**config.mk**
```make
export PLATFORM = sky130hd
export DESIGN_NAME = keyed_record_table_top
export DESIGN_NICKNAME = d
export VERILOG_FILES = /design/src/hdl/krt_pkg.sv /design/src/hdl/keyed_record_table_top.sv /design/src/hdl/krt_store.sv /design/src/hdl/krt_seq.sv
export SDC_FILE = /design/constraint.sdc
export NUM_CORES = 1
export LEC_CHECK = 0
export BUFFER_PORTS_ARGS = -buffer_cell sky130_fd_sc_hd__buf_4
export CAP_MARGIN = 5
export CELL_PAD_IN_SITES_DETAIL_PLACEMENT = 0
export CELL_PAD_IN_SITES_GLOBAL_PLACEMENT = 2
export CORE_ASPECT_RATIO = 0.7
export CORE_MARGIN = 3
export CORE_UTILIZATION = 52
export DETAILED_ROUTE_END_ITERATION = 10
export HOLD_SLACK_MARGIN = 0.1
export PLACE_DENSITY_LB_ADDON = 0.1
export SLEW_MARGIN = 20
export SYNTH_ARGS = -nofsm -noshare
export SYNTH_HDL_FRONTEND = slang
export SYNTH_HIERARCHICAL = 1
export SYNTH_SLANG_ARGS = --single-unit
```
**constraint.sdc**
```tcl
create_clock -name clk_i -period 14.4 [get_ports clk_i]
set_clock_uncertainty 0.15 [all_clocks]
set_input_delay 1.44 -clock clk_i [delete_from_list [all_inputs] [get_ports clk_i]]
set_output_delay 1.44 -clock clk_i [all_outputs]
set_load 0.05 [all_outputs]
```
**src/hdl/krt_pkg.sv**
```systemverilog
package krt_pkg;

  localparam int SlotsDef   = 8;
  localparam int MaxResults = 8;
  localparam int KeyW       = 32;
  localparam int ValW       = 8;
  localparam int NumVals    = 5;
  localparam int ValsW      = ValW * NumVals;

  localparam logic [1:0] ACT_INSERT = 2'd0;
  localparam logic [1:0] ACT_LOOKUP = 2'd1;
  localparam logic [1:0] ACT_DELETE = 2'd2;
  localparam logic [1:0] ACT_LIST   = 2'd3;

  localparam logic [2:0] ST_ADDED   = 3'd0;
  localparam logic [2:0] ST_DUP     = 3'd1;
  localparam logic [2:0] ST_FULL    = 3'd2;
  localparam logic [2:0] ST_FOUND   = 3'd3;
  localparam logic [2:0] ST_MISSING = 3'd4;
  localparam logic [2:0] ST_DELETED = 3'd5;
  localparam logic [2:0] ST_ENTRY   = 3'd6;
  localparam logic [2:0] ST_EMPTY   = 3'd7;

  typedef struct packed {
    logic rd_en;
    logic wr_en;
    logic clr_en;
  } store_cmd_t;

endpackage

```
**src/hdl/keyed_record_table_top.sv**
```systemverilog
// lookup, delete and insert stop at the first slot holding the key, else walk every slot;
// a list ends after MaxResults entries or at the last slot
// one request at a time, the next one is taken once the walk has handed its result to the output;
// each slot takes a read state and a compare state, output stalls stretch the walk
// reset clears all valid bits at once, no clearing pass; key and value memories are not reset
module keyed_record_table_top #(
  parameter int SLOTS = krt_pkg::SlotsDef
) (
  input  logic               clk_i,
  input  logic               rst_ni,
  input  logic               in_valid_i,
  output logic               in_stall_o,
  input  logic [1:0]         action_i,
  input  logic signed [31:0] roll_key_i,
  input  logic signed [7:0]  mark_one_i,
  input  logic signed [7:0]  mark_two_i,
  input  logic signed [7:0]  mark_three_i,
  input  logic signed [7:0]  mark_four_i,
  input  logic signed [7:0]  mark_five_i,
  output logic               out_valid_o,
  input  logic               out_stall_i,
  output logic [2:0]         status_o,
  output logic signed [31:0] key_out_o,
  output logic signed [7:0]  value_one_o,
  output logic signed [7:0]  value_two_o,
  output logic signed [7:0]  value_three_o,
  output logic signed [7:0]  value_four_o,
  output logic signed [7:0]  value_five_o,
  output logic               last_of_run_o
);

  localparam int IdxW = (SLOTS > 1) ? $clog2(SLOTS) : 1;

  krt_pkg::store_cmd_t        cmd;
  logic [IdxW-1:0]            rd_addr;
  logic [IdxW-1:0]            wr_addr;
  logic [krt_pkg::KeyW-1:0]   wr_key;
  logic [krt_pkg::ValsW-1:0]  wr_vals;
  logic [krt_pkg::KeyW-1:0]   rd_key;
  logic [krt_pkg::ValsW-1:0]  rd_vals;
  logic                       rd_valid;
  logic [krt_pkg::ValsW-1:0]  in_vals;
  logic [krt_pkg::ValsW-1:0]  out_vals;
  logic [krt_pkg::KeyW-1:0]   out_key;

  // first value in the low byte
  assign in_vals = {mark_five_i, mark_four_i, mark_three_i, mark_two_i, mark_one_i};

  krt_seq #(
    .SLOTS(SLOTS)
  ) u_seq (
    .clk_i       (clk_i),
    .rst_ni      (rst_ni),
    .in_valid_i  (in_valid_i),
    .in_stall_o  (in_stall_o),
    .action_i    (action_i),
    .key_i       (roll_key_i),
    .vals_i      (in_vals),
    .out_valid_o (out_valid_o),
    .out_stall_i (out_stall_i),
    .status_o    (status_o),
    .key_o       (out_key),
    .vals_o      (out_vals),
    .last_o      (last_of_run_o),
    .cmd_o       (cmd),
    .rd_addr_o   (rd_addr),
    .wr_addr_o   (wr_addr),
    .wr_key_o    (wr_key),
    .wr_vals_o   (wr_vals),
    .rd_key_i    (rd_key),
    .rd_vals_i   (rd_vals),
    .rd_valid_i  (rd_valid)
  );

  krt_store #(
    .SLOTS(SLOTS)
  ) u_store (
    .clk_i      (clk_i),
    .rst_ni     (rst_ni),
    .cmd_i      (cmd),
    .rd_addr_i  (rd_addr),
    .wr_addr_i  (wr_addr),
    .wr_key_i   (wr_key),
    .wr_vals_i  (wr_vals),
    .rd_key_o   (rd_key),
    .rd_vals_o  (rd_vals),
    .rd_valid_o (rd_valid)
  );

  assign key_out_o     = out_key;
  assign value_one_o   = out_vals[7:0];
  assign value_two_o   = out_vals[15:8];
  assign value_three_o = out_vals[23:16];
  assign value_four_o  = out_vals[31:24];
  assign value_five_o  = out_vals[39:32];

endmodule

```
**src/hdl/krt_store.sv**
```systemverilog
module krt_store #(
  parameter int  SLOTS = krt_pkg::SlotsDef,
  localparam int IdxW  = (SLOTS > 1) ? $clog2(SLOTS) : 1
) (
  input  logic                       clk_i,
  input  logic                       rst_ni,
  input  krt_pkg::store_cmd_t        cmd_i,
  input  logic [IdxW-1:0]            rd_addr_i,
  input  logic [IdxW-1:0]            wr_addr_i,
  input  logic [krt_pkg::KeyW-1:0]   wr_key_i,
  input  logic [krt_pkg::ValsW-1:0]  wr_vals_i,
  output logic [krt_pkg::KeyW-1:0]   rd_key_o,
  output logic [krt_pkg::ValsW-1:0]  rd_vals_o,
  output logic                       rd_valid_o
);

  logic [krt_pkg::KeyW-1:0]  key_mem [SLOTS];
  logic [krt_pkg::ValsW-1:0] val_mem [SLOTS];
  logic [SLOTS-1:0]          valid_q;
  logic [krt_pkg::KeyW-1:0]  rd_key_q;
  logic [krt_pkg::ValsW-1:0] rd_vals_q;
  logic                      rd_valid_q;

  always_ff @(posedge clk_i) begin
    if (cmd_i.wr_en) begin
      key_mem[wr_addr_i] <= wr_key_i;
      val_mem[wr_addr_i] <= wr_vals_i;
    end
    if (cmd_i.rd_en) begin
      rd_key_q  <= key_mem[rd_addr_i];
      rd_vals_q <= val_mem[rd_addr_i];
    end
  end

  always_ff @(posedge clk_i or negedge rst_ni) begin
    if (!rst_ni) begin
      valid_q    <= '0;
      rd_valid_q <= 1'b0;
    end else begin
      if (cmd_i.wr_en) valid_q[wr_addr_i] <= 1'b1;
      if (cmd_i.clr_en) valid_q[wr_addr_i] <= 1'b0;
      if (cmd_i.rd_en) rd_valid_q <= valid_q[rd_addr_i];
    end
  end

  assign rd_key_o   = rd_key_q;
  assign rd_vals_o  = rd_vals_q;
  assign rd_valid_o = rd_valid_q;

endmodule

```
**src/hdl/krt_seq.sv**
```systemverilog
module krt_seq #(
  parameter int  SLOTS = krt_pkg::SlotsDef,
  localparam int IdxW  = (SLOTS > 1) ? $clog2(SLOTS) : 1
) (
  input  logic                       clk_i,
  input  logic                       rst_ni,
  input  logic                       in_valid_i,
  output logic                       in_stall_o,
  input  logic [1:0]                 action_i,
  input  logic [krt_pkg::KeyW-1:0]   key_i,
  input  logic [krt_pkg::ValsW-1:0]  vals_i,
  output logic                       out_valid_o,
  input  logic                       out_stall_i,
  output logic [2:0]                 status_o,
  output logic [krt_pkg::KeyW-1:0]   key_o,
  output logic [krt_pkg::ValsW-1:0]  vals_o,
  output logic                       last_o,
  output krt_pkg::store_cmd_t        cmd_o,
  output logic [IdxW-1:0]            rd_addr_o,
  output logic [IdxW-1:0]            wr_addr_o,
  output logic [krt_pkg::KeyW-1:0]   wr_key_o,
  output logic [krt_pkg::ValsW-1:0]  wr_vals_o,
  input  logic [krt_pkg::KeyW-1:0]   rd_key_i,
  input  logic [krt_pkg::ValsW-1:0]  rd_vals_i,
  input  logic                       rd_valid_i
);

  localparam int CntW = $clog2(krt_pkg::MaxResults + 1);

  typedef enum logic [3:0] {
    S_IDLE = 4'b0001,
    S_RD   = 4'b0010,
    S_CHK  = 4'b0100,
    S_FIN  = 4'b1000
  } state_e;

  state_e                    state_q, state_d;
  logic [1:0]                act_q, act_d;
  logic [krt_pkg::KeyW-1:0]  key_q, key_d;
  logic [krt_pkg::ValsW-1:0] in_vals_q, in_vals_d;
  logic [IdxW-1:0]           idx_q, idx_d;
  logic [IdxW-1:0]           free_idx_q, free_idx_d;
  logic                      free_found_q, free_found_d;
  logic                      pending_q, pending_d;
  logic [CntW-1:0]           cnt_q, cnt_d;
  logic [2:0]                res_status_q, res_status_d;
  logic [krt_pkg::KeyW-1:0]  res_key_q, res_key_d;
  logic [krt_pkg::ValsW-1:0] res_vals_q, res_vals_d;

  logic                      out_valid_q, out_valid_d;
  logic [2:0]                out_status_q, out_status_d;
  logic [krt_pkg::KeyW-1:0]  out_key_q, out_key_d;
  logic [krt_pkg::ValsW-1:0] out_vals_q, out_vals_d;
  logic                      out_last_q, out_last_d;

  logic out_free;
  logic hit;
  logic last_slot;
  logic list_done;

  assign out_free  = !out_valid_q || !out_stall_i;
  assign hit       = rd_valid_i && (rd_key_i == key_q);
  assign last_slot = (idx_q == IdxW'(SLOTS - 1));
  assign list_done = (rd_valid_i && (cnt_q == CntW'(krt_pkg::MaxResults - 1))) || last_slot;

  always_comb begin
    state_d      = state_q;
    act_d        = act_q;
    key_d        = key_q;
    in_vals_d    = in_vals_q;
    idx_d        = idx_q;
    free_idx_d   = free_idx_q;
    free_found_d = free_found_q;
    pending_d    = pending_q;
    cnt_d        = cnt_q;
    res_status_d = res_status_q;
    res_key_d    = res_key_q;
    res_vals_d   = res_vals_q;
    out_valid_d  = out_valid_q && out_stall_i;
    out_status_d = out_status_q;
    out_key_d    = out_key_q;
    out_vals_d   = out_vals_q;
    out_last_d   = out_last_q;
    cmd_o        = '0;
    wr_addr_o    = idx_q;

    case (state_q)
      S_IDLE: begin
        if (in_valid_i) begin
          act_d        = action_i;
          key_d        = key_i;
          in_vals_d    = vals_i;
          idx_d        = '0;
          free_found_d = 1'b0;
          pending_d    = 1'b0;
          cnt_d        = '0;
          res_key_d    = '0;
          res_vals_d   = '0;
          state_d      = S_RD;
        end
      end
      S_RD: begin
        cmd_o.rd_en = 1'b1;
        state_d     = S_CHK;
      end
      S_CHK: begin
        case (act_q)
          krt_pkg::ACT_INSERT: begin
            if (hit) begin
              res_status_d = krt_pkg::ST_DUP;
              state_d      = S_FIN;
            end else begin
              if (!rd_valid_i && !free_found_q) begin
                free_found_d = 1'b1;
                free_idx_d   = idx_q;
              end
              if (last_slot) begin
                state_d = S_FIN;
                if (free_found_q || !rd_valid_i) begin
                  cmd_o.wr_en  = 1'b1;
                  wr_addr_o    = free_found_q ? free_idx_q : idx_q;
                  res_status_d = krt_pkg::ST_ADDED;
                end else begin
                  res_status_d = krt_pkg::ST_FULL;
                end
              end else begin
                idx_d   = idx_q + 1'b1;
                state_d = S_RD;
              end
            end
          end
          krt_pkg::ACT_LOOKUP: begin
            if (hit) begin
              res_status_d = krt_pkg::ST_FOUND;
              res_key_d    = rd_key_i;
              res_vals_d   = rd_vals_i;
              state_d      = S_FIN;
            end else if (last_slot) begin
              res_status_d = krt_pkg::ST_MISSING;
              state_d      = S_FIN;
            end else begin
              idx_d   = idx_q + 1'b1;
              state_d = S_RD;
            end
          end
          krt_pkg::ACT_DELETE: begin
            if (hit) begin
              cmd_o.clr_en = 1'b1;
              res_status_d = krt_pkg::ST_DELETED;
              state_d      = S_FIN;
            end else if (last_slot) begin
              res_status_d = krt_pkg::ST_MISSING;
              state_d      = S_FIN;
            end else begin
              idx_d   = idx_q + 1'b1;
              state_d = S_RD;
            end
          end
          default: begin
            // an earlier entry is held back until we know whether it is the last one
            if (!(rd_valid_i && pending_q && !out_free)) begin
              if (rd_valid_i) begin
                if (pending_q) begin
                  out_valid_d  = 1'b1;
                  out_status_d = krt_pkg::ST_ENTRY;
                  out_key_d    = res_key_q;
                  out_vals_d   = '0;
                  out_last_d   = 1'b0;
                end
                res_key_d = rd_key_i;
                pending_d = 1'b1;
                cnt_d     = cnt_q + 1'b1;
              end
              if (list_done) begin
                state_d      = S_FIN;
                res_status_d = (rd_valid_i || pending_q) ? krt_pkg::ST_ENTRY
                                                         : krt_pkg::ST_EMPTY;
              end else begin
                idx_d   = idx_q + 1'b1;
                state_d = S_RD;
              end
            end
          end
        endcase
      end
      S_FIN: begin
        if (out_free) begin
          out_valid_d  = 1'b1;
          out_status_d = res_status_q;
          out_key_d    = res_key_q;
          out_vals_d   = res_vals_q;
          out_last_d   = 1'b1;
          state_d      = S_IDLE;
        end
      end
      default: begin
        state_d = S_IDLE;
      end
    endcase
  end

  always_ff @(posedge clk_i or negedge rst_ni) begin
    if (!rst_ni) begin
      state_q      <= S_IDLE;
      free_found_q <= 1'b0;
      pending_q    <= 1'b0;
      cnt_q        <= '0;
      out_valid_q  <= 1'b0;
    end else begin
      state_q      <= state_d;
      free_found_q <= free_found_d;
      pending_q    <= pending_d;
      cnt_q        <= cnt_d;
      out_valid_q  <= out_valid_d;
    end
  end

  always_ff @(posedge clk_i) begin
    act_q        <= act_d;
    key_q        <= key_d;
    in_vals_q    <= in_vals_d;
    idx_q        <= idx_d;
    free_idx_q   <= free_idx_d;
    res_status_q <= res_status_d;
    res_key_q    <= res_key_d;
    res_vals_q   <= res_vals_d;
    out_status_q <= out_status_d;
    out_key_q    <= out_key_d;
    out_vals_q   <= out_vals_d;
    out_last_q   <= out_last_d;
  end

  assign in_stall_o  = (state_q != S_IDLE);
  assign rd_addr_o   = idx_q;
  assign wr_key_o    = key_q;
  assign wr_vals_o   = in_vals_q;
  assign out_valid_o = out_valid_q;
  assign status_o    = out_status_q;
  assign key_o       = out_key_q;
  assign vals_o      = out_vals_q;
  assign last_o      = out_last_q;

  a_wr_only_insert: assert property (@(posedge clk_i) disable iff (!rst_ni)
    cmd_o.wr_en |-> (state_q == S_CHK) && (act_q == krt_pkg::ACT_INSERT) && !hit)
    else $error("table write outside an insert walk");

  a_clr_only_hit: assert property (@(posedge clk_i) disable iff (!rst_ni)
    cmd_o.clr_en |-> (act_q == krt_pkg::ACT_DELETE) && rd_valid_i)
    else $error("valid bit cleared without a matching entry");

  a_cnt_bound: assert property (@(posedge clk_i) disable iff (!rst_ni)
    cnt_q <= CntW'(krt_pkg::MaxResults))
    else $error("list count past its limit");

  a_start_walk: assert property (@(posedge clk_i) disable iff (!rst_ni)
    (in_valid_i && !in_stall_o) |=> (state_q == S_RD))
    else $error("accepted request did not start a walk");

endmodule

```
==> impl_metrics.json, run 1 <==
{
  "cp_slowest_cell": "nor4_1",
  "holdCritPathClass": "reg -> reg",
  "clockBufferDepth": 3,
  "grt_pass1_vias": 15300,
  "die-area_um2": 67070,
  "final_cell_mix": "edfxtp_1 (879), buf_4 (179), mux4_2 (145), and2_1 (116), clkbuf_16 (83)",
  "stdcell_count": 2553,
  "ys_warn_count": 6,
  "areaGrowthSynthToFinish_pct": 14.43,
  "htreeDepth": 3,
  "cts_setup_buffers": 0,
  "coreArea_um2": 62380,
  "clk_pin_slew_worst_paths_ns": 0.06,
  "synth.top_cell.area_share_pct": 79.37,
  "crit_chain": "xor2_1, nor4_1, nand3_1, o311a_4, mux2_4, nand2b_1, nor2_4, buf_4",
  "rsz0062_at_grt": "no",
  "worstMarginPinSlew_ns": 1.183,
  "ys_seq_elements": 899,
  "seqPwrFrac_pct": 53.6,
  "synth_ff_type": "edfxtp_1",
  "cts-root-buf": "clkbuf_16",
  "crit_buf_inv": 1,
  "cts_buffers": 82,
  "drt-initial-drc-count": 1249,
  "netlist-cell-type-count": 52,
  "cts.sinks": 899,
  "dpl.hpwl_mm": 35.98,
  "power_frac_clock_pct": 34.3,
  "fin_util_pct": 61.01,
  "critPathArrivalTime_ns": 5.44,
  "portBuffers": 155,
  "async_reset_ff_share_pct": 2.225,
  "powerDensity_nw_per_um2": 162.4,
  "synth.avg_cell_area_um2": 22.70,
  "fin_crit_sh_pct": 37.22,
  "critPathTopFamily": "simple AND/OR/NAND/NOR gates",
  "clk-insertion-delay-late_ns": 0.61,
  "cellLeakagePower_nw": 12.27,
  "cellInternalPower_mw": 4.720,
  "drt_pass1_iterations": 5,
  "via_per_inst": 5.774,
  "avgRoutedWirePerCell_um": 26.11,
  "die_w_um": 308.3,
  "design_area_um2": 38060,
  "irDropWorstVdd_mv": 0.08462,
  "p_sw_mw": 1.459,
  "final_common_cell": "edfxtp_1",
  "sw_frac_of_total_pct": 23.61,
  "cts_resized": 0,
  "synth_edf_count": 879,
  "nFillCells": 4382,
  "antenna_cells": 0,
  "finalSetupViolations": 0,
  "synth.area.top_cells": "edfxtp_1 (79%), mux4_2 (9.8%), mux2_2 (2.5%)",
  "cap_violations": 0,
  "crit_fanout": 51,
  "cp-end-kind": "flop",
  "nets": 1754,
  "ctsHoldBuffers": 0,
  "routed_wl_mm": 66.66,
  "antenna_found_initial": 3,
  "fmax_mhz": 186.6,
  "hold-worst-slack_ns": 0.2648,
  "io_pins": 156,
  "chipHeight_um": 217.6,
  "via_count": 14740,
  "placed_area_um2": 35450,
  "maxSlewHeadroom_pct": 20.39,
  "rows": 76,
  "path_class": "reg -> reg",
  "slowest_delay_ns": 1.00,
  "fin_crit_ns": 5.360,
  "worstSetupStartpointType": "flop",
  "ys_seq_area_share_pct": 80.88,
  "drive_above_1_share_pct": 31.08,
  "initial_core_util_pct": 53.31,
  "cts_tree": "built",
  "grt_max_degree": 149,
  "grt_pass1_wl_mm": 99.79,
  "synth.largest_area_cell": "edfxtp_1",
  "fin_tns_setup_ns": 0,
  "overflow": 0,
  "finalHoldViolations": 0,
  "grt_use_total_pct": 20.36,
  "status": "finished clean",
  "p_comb_share_pct": 12.1,
  "synth.cell_area_um2": 33260,
  "synthCells": 1465,
  "ant_nets": 0,
  "syn_nets": 1546,
  "slew_viol_final": 0,
  "drc": 0,
  "dp.cells": 2408,
  "place_congestion": 0.7714,
  "worstPathRequired_ns": 14.48
}
[power by group through the flow]
stage          clock, mW  combinational (mW)  sequential [mW]
2_1_floorplan          0               0.544             3.33
3_3_place_gp           0               0.760             3.35
3_5_place_dp           0               0.760             3.37
4_1_cts             2.17               0.763             3.31
5_1_grt             2.28               0.802             3.33
6_report            2.12               0.746             3.31
[per-stage QoR]
| step | setup WS, ns | total power [mW] |
|---|---|---|
| detailed placement | 9.122 | 4.128 |
| floorplan | 5.341 | 3.873 |
| CTS | 9.110 | 6.251 |
| finish | 9.040 | 6.178 |
| global placement | 9.155 | 4.114 |
| global route | 8.859 | 6.419 |
[layer usage]
layer / vias up / global-route usage, % / routed length [µm]
met5: - / 0 / 0
met4: 0 / 4.707 / 1139
met3: 84 / 3.573 / 3689
met2: 400 / 29.92 / 30210
met1: 7868 / 32.29 / 31620
li1: 6388 / - / -
[cell type report]
class                           count  area, µm²  area share, %
Sequential cell                   899      26900          70.68
Multi-Input combinational cell    503       6115          16.07
Clock buffer                       99       2167          5.695
Timing Repair Buffer              182       1395          3.666
Tap cell                          819       1025          2.693
Clock inverter                     46      435.4          1.144
Inverter                            5      21.27        0.05589
[registers in the layout (all words and copies together) (netlist names)]
| register | count |
|---|---|
| u_seq/act_q | 2 |
| u_seq/cnt_q | 4 |
| u_seq/free_found_q | 1 |
| u_seq/free_idx_q | 3 |
| u_seq/key_o | 32 |
| u_seq/last_o | 1 |
| u_seq/out_valid_o | 1 |
| u_seq/pending_q | 1 |
| u_seq/rd_addr_o | 3 |
| u_seq/res_key_q | 32 |
| u_seq/res_status_q | 3 |
| u_seq/res_vals_q | 40 |
| u_seq/state_q | 4 |
| u_seq/status_o | 3 |
| u_seq/vals_o | 40 |
| u_seq/wr_key_o | 32 |
| u_seq/wr_vals_o | 40 |
| u_store/key_mem | 256 |
| u_store/rd_key_o | 32 |
| u_store/rd_valid_o | 1 |
| u_store/rd_vals_o | 40 |
| u_store/val_mem | 320 |
| u_store/valid_q | 8 |
[Yosys cell counts (2+ instances only)]
cell type	number
edfxtp_1	879
o31ai_1	3
buf_2	10
o22a_1	5
o21ai_1	5
xnor2_1	18
o31a_1	2
and4_1	2
o32a_1	4
nor2b_1	3
a21oi_1	6
nand4_1	5
clkbuf_1	33
mux2_4	3
buf_6	13
mux2i_1	5
nor3_1	7
nor2_1	24
mux2_2	73
nand2_1	14
xor2_1	14
nor4b_1	3
dfrtp_1	19
mux4_2	145
o21ai_0	5
nor4_1	5
inv_1	5
ha_1	3
and3_1	3
nand2b_1	8
nand3_1	5
and2_1	116
[worst paths after layout]
kind	from	to	slack [ns]	cells after the start
max	u_seq/wr_key_o[8]	u_store/key_mem[5][1]	9.04	8
min	u_seq/res_key_q[25]	u_seq/key_o[25]	0.26	0
max reg2reg	u_seq/wr_key_o[8]	u_store/key_mem[5][1]	9.04	8
min reg2reg	u_seq/res_key_q[25]	u_seq/key_o[25]	0.26	0
max in group asynchronous	rst_ni	u_seq/state_q[0]	13.26	1
min in group asynchronous	rst_ni	u_seq/state_q[1]	0.56	1
[cells by family after synthesis]
group / synth area share [%]
flops: 80.88
mux: 12.58
simple gates: 3.586
buf+inv: 1.087
compound gates: 0.9143
xor+xnor: 0.8428
fa+ha+maj: 0.1129
Power figures use the tool's default switching activity.
==> run 2, diff against run 1 <==
Settings changed: CORE_UTILIZATION 52 to 49.
Clock period 14.4 ns to 5.1 ns, I/O delays scaled along.
==> run 2 against run 1 <==
Critical path depth stayed put. Cell count is 6.4% higher. Non-clock buffer count is 88 higher. Design area is 2.7% higher. Sequential share of layout area is 1.9 points lower. Via count is 2.3% higher. Setup slack worse by 8.0 ns. Sequential power grew to 2.8 times the previous value. First-iteration DRC count is 5.4% higher. Largest cell class unchanged. Global-route usage is 0.70 points lower. Clock power grew to 2.8 times the previous value. Fmax is 30% higher.
==> impl_metrics.json, run 2 (same netlist as run 1, synthesis figures left out) <==
{
  "drive_above_1_share_pct": 29.68,
  "final_common_cell": "edfxtp_1",
  "finalHoldViolations": 0,
  "antenna_found_initial": 0,
  "antenna_cells": 0,
  "cts_resized": 0,
  "clk-insertion-delay-late_ns": 0.63,
  "overflow": 0,
  "reg2reg_to": "u_store/val_mem[2][9]",
  "die-area_um2": 71080,
  "io_pins": 156,
  "final_cell_mix": "edfxtp_1 (879), buf_4 (181), mux4_2 (145), and2_1 (116), clkbuf_16 (87)",
  "irDropWorstVdd_mv": 0.2636,
  "clockBufferDepth": 3,
  "regMostFlops": "u_store/val_mem",
  "holdCritPathClass": "in -> async",
  "reg_top3": "u_store/val_mem: 320 flops, u_store/key_mem: 256 flops",
  "grt_pass1_vias": 15720,
  "cellLeakagePower_nw": 12.66,
  "cts_tree": "built",
  "die_w_um": 317.4,
  "avgRoutedWirePerCell_um": 25.10,
  "areaGrowthSynthToFinish_pct": 17.54,
  "place_congestion": 0.7522,
  "via_count": 15090,
  "grt_use_total_pct": 19.65,
  "maxSlewHeadroom_pct": 31.83,
  "hold-worst-slack_ns": 0.1692,
  "via_per_inst": 5.552,
  "powerDensity_nw_per_um2": 445.1,
  "cts.sinks": 899,
  "critPathArrivalTime_ns": 4.27,
  "ant_nets": 0,
  "routed_wl_mm": 68.19,
  "coreArea_um2": 66820,
  "nets": 1844,
  "status": "finished clean",
  "cap_violations": 0,
  "cts-root-buf": "clkbuf_16",
  "fin_crit_ns": 4.110,
  "rows": 79,
  "r2r_start": "u_seq/wr_key_o[1]",
  "chipHeight_um": 224.0,
  "grt_pass1_wl_mm": 102.6,
  "dpl.hpwl_mm": 36.91,
  "cts_buffers": 84,
  "fin_util_pct": 58.50,
  "cp-end-kind": "flop",
  "clk_pin_slew_worst_paths_ns": 0.06,
  "nFillCells": 4962,
  "initial_core_util_pct": 49.77,
  "portBuffers": 155,
  "slew_viol_final": 0,
  "r2r_slack_ns": 0.99,
  "grt_max_degree": 82,
  "worstPathRequired_ns": 5.26,
  "worstSetupStartpointType": "flop",
  "largest_register_ffs": 320,
  "drc": 0,
  "rsz0062_at_grt": "no",
  "finalSetupViolations": 0,
  "fin_crit_sh_pct": 80.59,
  "cts_setup_buffers": 0,
  "fmax_mhz": 243.3,
  "drt-initial-drc-count": 1316,
  "r2r_cells": 8,
  "crit_fanout": 23,
  "htreeDepth": 3,
  "worstMarginPinSlew_ns": 1.023,
  "path_class": "reg -> reg",
  "drt_pass1_iterations": 6
}
run 2: what timing repair did:
| action | CTS | global route |
|---|---|---|
| hold endpoints to repair | 96 | 0 |
| setup endpoints to repair | 0 | 0 |
| hold buffers | 76 | 0 |
run 2: layer usage:
layer / up-vias / global-route usage (%) / wire [µm] / part of all wire, %
li1: 6588 / - / - / -
met1: 8036 / 30.31 / 31640 / 46
met2: 383 / 29.73 / 31910 / 47
met3: 79 / 3.422 / 3532 / 5.2
met4: 0 / 4.522 / 1106 / 1.6
met5: - / 0 / 0 / 0
run 2: power breakdown:
| group | switching [mW] | leakage, nW | internal (mW) |
|---|---|---|---|
| registers | 0.406 | 8.19 | 8.96 |
| clock network | 2.58 | 1.24 | 3.28 |
| logic | 1.19 | 3.23 | 0.973 |
run 2: how the worst max path moves through the flow:
stage / startpoint / to / slack [ns] / depth (start not counted)
floorplan: u_seq/wr_key_o[0] / u_store/valid_q[1] / -0.95 / 8
finish: u_seq/wr_key_o[1] / u_store/val_mem[2][9] / 0.99 / 8
global route: u_seq/wr_key_o[1] / u_store/key_mem[2][21] / 0.80 / 8
global placement: u_seq/wr_key_o[1] / u_store/key_mem[2][21] / 1.00 / 8
CTS: u_seq/wr_key_o[1] / u_store/key_mem[2][21] / 0.93 / 8
detailed placement: u_seq/wr_key_o[1] / u_store/key_mem[2][21] / 0.95 / 8
run 2: worst max-delay path, cell delays in order (launching register included):
cell	delay [ns]
edfxtp_1	0.51
xnor2_1	0.32
nand4_2	0.25
or4_4	0.58
o311a_4	0.42
mux2_4	0.34
nand2b_1	0.33
nor2_4	0.59
buf_12	0.29
run 2: area by class of cell:
| type | instances | area, µm² | area share (%) |
|---|---|---|---|
| Sequential cell | 899 | 26900 | 68.81 |
| Inverter | 5 | 21.27 | 0.05441 |
| Tap cell | 891 | 1115 | 2.852 |
| Multi-Input combinational cell | 503 | 6136 | 15.70 |
| Clock buffer | 111 | 2267 | 5.800 |
| Clock inverter | 38 | 274.0 | 0.7010 |
| Timing Repair Buffer | 270 | 2380 | 6.088 |
run 2: per-stage QoR:
stage / setup slack (ns) / TNS, ns / power (mW) / cell area [µm²] / instances
detailed placement: 0.9498 / 0 / 11.70 / 35790 / 2492
global placement: 1.003 / 0 / 11.66 / 35790 / 2492
finish: 0.9901 / 0 / 17.40 / 39090 / 2717
floorplan: -0.9538 / -360.73 / 10.92 / 33300 / 1465
CTS: 0.9266 / 0 / 17.63 / 39090 / 2717
global route: 0.7957 / 0 / 18.11 / 39090 / 2717
